--- config.mk ---
export PLATFORM = sky130hd
export DESIGN_NAME = ads_sequencer
export DESIGN_NICKNAME = d
export VERILOG_FILES = /design/src/rtl/ads_pkg.sv /design/src/rtl/ads_sequencer.sv
export SDC_FILE = /design/constraint.sdc
export NUM_CORES = 1
export LEC_CHECK = 0
export BUFFER_PORTS_ARGS = -buffer_cell sky130_fd_sc_hd__buf_2
export CORE_MARGIN = 10
export CORE_UTILIZATION = 45
export CTS_CLUSTER_SIZE = 24
export DETAILED_ROUTE_END_ITERATION = 10
export PLACE_DENSITY = 0.69
export RECOVER_POWER = 25
export SYNTH_ARGS = -nofsm -noshare
export SYNTH_HDL_FRONTEND = slang
export SYNTH_SLANG_ARGS = --single-unit
--- constraint.sdc ---
create_clock -name clk -period 4 [get_ports clk]
set_input_delay 0.4 -clock clk [delete_from_list [all_inputs] [get_ports clk]]
set_output_delay 0.4 -clock clk [all_outputs]
set_load 0.01 [all_outputs]
--- src/rtl/ads_pkg.sv ---
package ads_pkg;

  localparam int PC_W = 4;

  // Angle constants with 16 fraction bits (signed Q4.16), sized for the wrap arithmetic
  localparam logic signed [20:0] PI_Q16     = 21'sd205887;
  localparam logic signed [20:0] NEG_PI_Q16 = -21'sd205887;
  localparam logic signed [20:0] TWO_PI_Q16 = 21'sd411775;
  localparam logic [16:0]        ONE_Q16    = 17'd65536;

  localparam logic signed [47:0] S32_MAX_W = 48'sd2147483647;
  localparam logic signed [47:0] S32_MIN_W = -48'sd2147483648;

  typedef enum logic [1:0] {
    REG_WINDOW_SAMPLES      = 2'd0,
    REG_FILTER_GAIN         = 2'd1,
    REG_INVERSE_WINDOW_TIME = 2'd2
  } cfg_reg_t;

  typedef enum logic [3:0] {
    OP_NOP      = 4'd0,
    OP_LOAD     = 4'd1,
    OP_DIFF     = 4'd2,
    OP_ACCUM    = 4'd3,
    OP_MUL_SUM  = 4'd4,
    OP_OMEGA    = 4'd5,
    OP_MUL_KEEP = 4'd6,
    OP_TERM     = 4'd7,
    OP_MUL_GAIN = 4'd8,
    OP_FILT     = 4'd9,
    OP_EMIT     = 4'd10
  } op_t;

  typedef enum logic [2:0] {
    COND_NEVER    = 3'd0,
    COND_ALWAYS   = 3'd1,
    COND_NO_IN    = 3'd2,
    COND_NOT_DUE  = 3'd3,
    COND_OUT_BUSY = 3'd4
  } cond_t;

  localparam logic [PC_W-1:0] STEP_IDLE      = 4'd0;
  localparam logic [PC_W-1:0] STEP_DIFF      = 4'd1;
  localparam logic [PC_W-1:0] STEP_ACCUM     = 4'd2;
  localparam logic [PC_W-1:0] STEP_MUL_SUM   = 4'd3;
  localparam logic [PC_W-1:0] STEP_OMEGA     = 4'd4;
  localparam logic [PC_W-1:0] STEP_MUL_KEEP  = 4'd5;
  localparam logic [PC_W-1:0] STEP_TERM      = 4'd6;
  localparam logic [PC_W-1:0] STEP_MUL_GAIN  = 4'd7;
  localparam logic [PC_W-1:0] STEP_FILT      = 4'd8;
  localparam logic [PC_W-1:0] STEP_EMIT      = 4'd9;
  localparam logic [PC_W-1:0] STEP_BACK      = 4'd10;

  typedef struct packed {
    op_t             op;
    cond_t           cond;
    logic [PC_W-1:0] target;
  } uword_t;

  typedef struct packed {
    logic in_valid;
    logic out_busy;
    logic due;
  } flags_t;

  // Microprogram: a taken condition jumps to target, otherwise advance
  function automatic uword_t ucode(input logic [PC_W-1:0] pc);
    uword_t w;
    case (pc)
      STEP_IDLE:     w = '{op: OP_LOAD,     cond: COND_NO_IN,    target: STEP_IDLE};
      STEP_DIFF:     w = '{op: OP_DIFF,     cond: COND_NEVER,    target: STEP_IDLE};
      STEP_ACCUM:    w = '{op: OP_ACCUM,    cond: COND_NOT_DUE,  target: STEP_EMIT};
      STEP_MUL_SUM:  w = '{op: OP_MUL_SUM,  cond: COND_NEVER,    target: STEP_IDLE};
      STEP_OMEGA:    w = '{op: OP_OMEGA,    cond: COND_NEVER,    target: STEP_IDLE};
      STEP_MUL_KEEP: w = '{op: OP_MUL_KEEP, cond: COND_NEVER,    target: STEP_IDLE};
      STEP_TERM:     w = '{op: OP_TERM,     cond: COND_NEVER,    target: STEP_IDLE};
      STEP_MUL_GAIN: w = '{op: OP_MUL_GAIN, cond: COND_NEVER,    target: STEP_IDLE};
      STEP_FILT:     w = '{op: OP_FILT,     cond: COND_NEVER,    target: STEP_IDLE};
      STEP_EMIT:     w = '{op: OP_EMIT,     cond: COND_OUT_BUSY, target: STEP_EMIT};
      STEP_BACK:     w = '{op: OP_NOP,      cond: COND_ALWAYS,   target: STEP_IDLE};
      default:       w = '{op: OP_NOP,      cond: COND_ALWAYS,   target: STEP_IDLE};
    endcase
    return w;
  endfunction

  function automatic logic signed [31:0] sat32(input logic signed [47:0] v);
    logic signed [31:0] r;
    if (v > S32_MAX_W) begin
      r = 32'sh7FFF_FFFF;
    end else if (v < S32_MIN_W) begin
      r = 32'sh8000_0000;
    end else begin
      r = $signed(v[31:0]);
    end
    return r;
  endfunction

endpackage

--- src/rtl/ads_sequencer.sv ---
module ads_sequencer (
  input  logic            clk,
  input  logic            rst,
  input  ads_pkg::flags_t flags,
  output ads_pkg::uword_t ctrl,
  output logic            idle
);
  import ads_pkg::*;

  logic [PC_W-1:0] pc;
  logic [PC_W-1:0] pc_next;
  logic            taken;

  assign ctrl = ucode(pc);
  assign idle = (pc == STEP_IDLE);

  always_comb begin
    case (ctrl.cond)
      COND_NEVER:    taken = 1'b0;
      COND_ALWAYS:   taken = 1'b1;
      COND_NO_IN:    taken = !flags.in_valid;
      COND_NOT_DUE:  taken = !flags.due;
      COND_OUT_BUSY: taken = flags.out_busy;
      default:       taken = 1'b1;
    endcase
    pc_next = taken ? ctrl.target : pc + 1'b1;
  end

  always_ff @(posedge clk) begin
    if (rst) begin
      pc <= STEP_IDLE;
    end else begin
      pc <= pc_next;
    end
  end

endmodule

==> results.cfg <==
[timing]
finalCriticalPeriod_ns = 2.435
drv_slew = 0
period_share_pct = 60.87
fin_worst_skew_ns = 0.002145
hold_ws_ns = 0.4185
worstMarginPinSlew_ns = 0.8036
fmax_mhz = 410.7
max_slew_margin_pct = 46.10
timing.final.ws_setup_ns = 1.565
finalHoldViolations = 0
grt_setup_unrepaired = false
fin_tns_setup_ns = 0
setup_viol = 0

[yosys]
syn_area_um2 = 669.4
async_flop_share_pct = 0
synth_area_leader_cell = dfxtp_1
synth_area_leaders = dfxtp_1 36%, ha_1 13%, mux2i_1 6.0%
synth_ff_type = dfxtp_1
avgSynthCellArea_um2 = 9.991
synth-edff-count = 0
synth_commonest_cells = 12 x dfxtp_1, 7 x ha_1, 6 x nor2_1, 5 x o21ai_0, 4 x mux2i_1
ys_seq_area_share_pct = 35.89
synth_cell_types = 28
yosys.area.top_type_share_pct = 35.89
netlist_instances = 67
synth_seq_cells = 12
yosysMostFrequentCell = dfxtp_1
yosys_warnings = 0

[setup_path]
critPathRequiredTime_ns = 4.20
cp.arrival_ns = 2.63
r2r-start = ctrl[6]
cp-end-kind = register
worst-path-max-fanout = 8
path_class = register to register
critPathLaunchType = register
reg2regPathDepth = 7
r2r_end = ctrl[9]
r2r_slack_ns = 1.57
crit_end = ctrl[9]
crit_start = ctrl[6]

[global_route]
gr-total-overflow = 0
grt_pass1_vias = 526
met1_usage_pct = 8.537
grt_pass1_wl_um = 2208
antenna_found_initial = 0
grt_max_degree = 10
use_met3_pct = 2.361
grt_most_used_layer = met2
track_usage_pct = 8.042
gr-usage-met2_pct = 12.75

[detailed_routing]
drc = 0
drtAntennaViolNets = 0
firstDrtPassIters = 4
finalWirelength_um = 1265
wire_per_inst_um = 13.18
drt-initial-drc-count = 11
vias = 525
vias_per_cell = 5.469

[clock_tree]
clockRootBuffer = clkbuf_4
clk_pin_slew_ns = 0.07
post_cts_buffers = 0
numCtsBuffers = 3
cts_tree = yes
clock_latency_ns = 0.27
clk_path_buf_depth = 2
cts.repair.resized = 0
cts_sinks = 12
cts_max_level = 1
hold_buffers = 0

[power]
comb_power_share_pct = 55.3
p_int_uw = 345.3
p_clk_share_pct = 11.7
power_switching_uw = 262.9
power.density_nw_per_um2 = 808.9
seqPwrFrac_pct = 33.0
swShare_pct = 43.23
total_leakage_power_uw = 0.0003266
vdd_drop_max_mv = 0.3367

[hold_path]
hp-class = input pin to register

[die]
die_h_um = 58.57
die_area_um2 = 3430
coreArea_um2 = 1350
start_util_pct = 49.58
fp.dieW_um = 58.57
rows = 13
pin_count = 17

[place]
dp_hpwl_um = 1031
routabilityCongestion = 0.8521
io_buffers = 14
pre_cts_slack_ns = 1.513

[cells_and_area]
nets = 95
final_core_util_pct = 55.70
multi_input_area_um2 = 399.1
seq_area_um2 = 240.2
syn_to_final_growth_pct = 12.34
fillerInstances = 128
antenna_cells = 0
drive_gt1_share_pct = 24.69

[run]
maxCapViolCount = 0

[run_status]
status = completed
==> final cells by class <==
type / instances / area share (%)
Inverter: 2 / 0.9983
Clock buffer: 3 / 2.995
Multi-Input combinational cell: 50 / 53.08
Tap cell: 15 / 2.496
Timing Repair Buffer: 14 / 8.486
Sequential cell: 12 / 31.95
==> power by group through the flow <==
stage | Sequential (µW) | Clock (µW) | Combinational (µW)
floorplan | 216 | 0 | 240
global placement | 202 | 0 | 341
detailed placement | 205 | 0 | 342
CTS | 202 | 71.8 | 343
global route | 210 | 78.8 | 377
finish | 201 | 71.1 | 336
==> registers in the layout, indices dropped and copies added, names as in the netlist <==
| name | flops |
|---|---|
| ctrl | 8 |
| pc | 4 |
==> metrics by stage <==
stage	power (µW)	instances	cell area [µm²]
2_1_floorplan	456.1	68	673.1
3_3_place_gp	543.4	93	735.7
3_5_place_dp	546.4	93	735.7
4_1_cts	616.7	96	758.2
5_1_grt	665.2	96	752.0
6_report	608.3	96	752.0
==> worst min path at each step <==
stage,startpoint,endpoint,depth (start not counted)
6_report,rst,pc[0],2
5_1_grt,rst,pc[0],2
4_1_cts,rst,pc[0],2
3_5_place_dp,pc[0],ctrl[5],2
3_3_place_gp,pc[0],ctrl[5],2
2_1_floorplan,pc[0],ctrl[5],2
==> critical path, stage by stage (launching register included) <==
cell and delay [ns]:
dfxtp_1 0.35, and4b_4 0.22, a211oi_1 0.68, nor2_1 0.18, and2_1 0.25, ha_1 0.18
or3_1 0.37, a21oi_1 0.13
==> placed cells by master, fill, tap and decap left out, drive strengths merged, types with 3 or more instances in the layout <==
cell type	netlist	routed
buf	4	9
ha	7	7
nor2	6	6
mux2i	4	4
dfxtp	12	12
a211oi	3	3
clkbuf	0	8
a21oi	3	3
o21ai	5	5
==> logic make-up (layout without fill, tap and decap cells) <==
family | after synthesis | in the layout | share of synthesized area, %
simple gates | 20 | 20 | 17.20
compound gates | 14 | 14 | 17.38
flops | 12 | 12 | 35.89
fa+ha+maj | 7 | 7 | 13.08
buf+inv | 6 | 19 | 5.046
mux | 5 | 5 | 8.224
xor+xnor | 2 | 2 | 2.617
other cells | 1 | 2 | 0.5602
==> layer usage <==
metal  routed length (µm)  up-vias
li1                     -      259
met1                  570      232
met2                  539       27
met3                  101        7
met4                   53        0
met5                    0        -
Power figures use the tool's default switching activity.
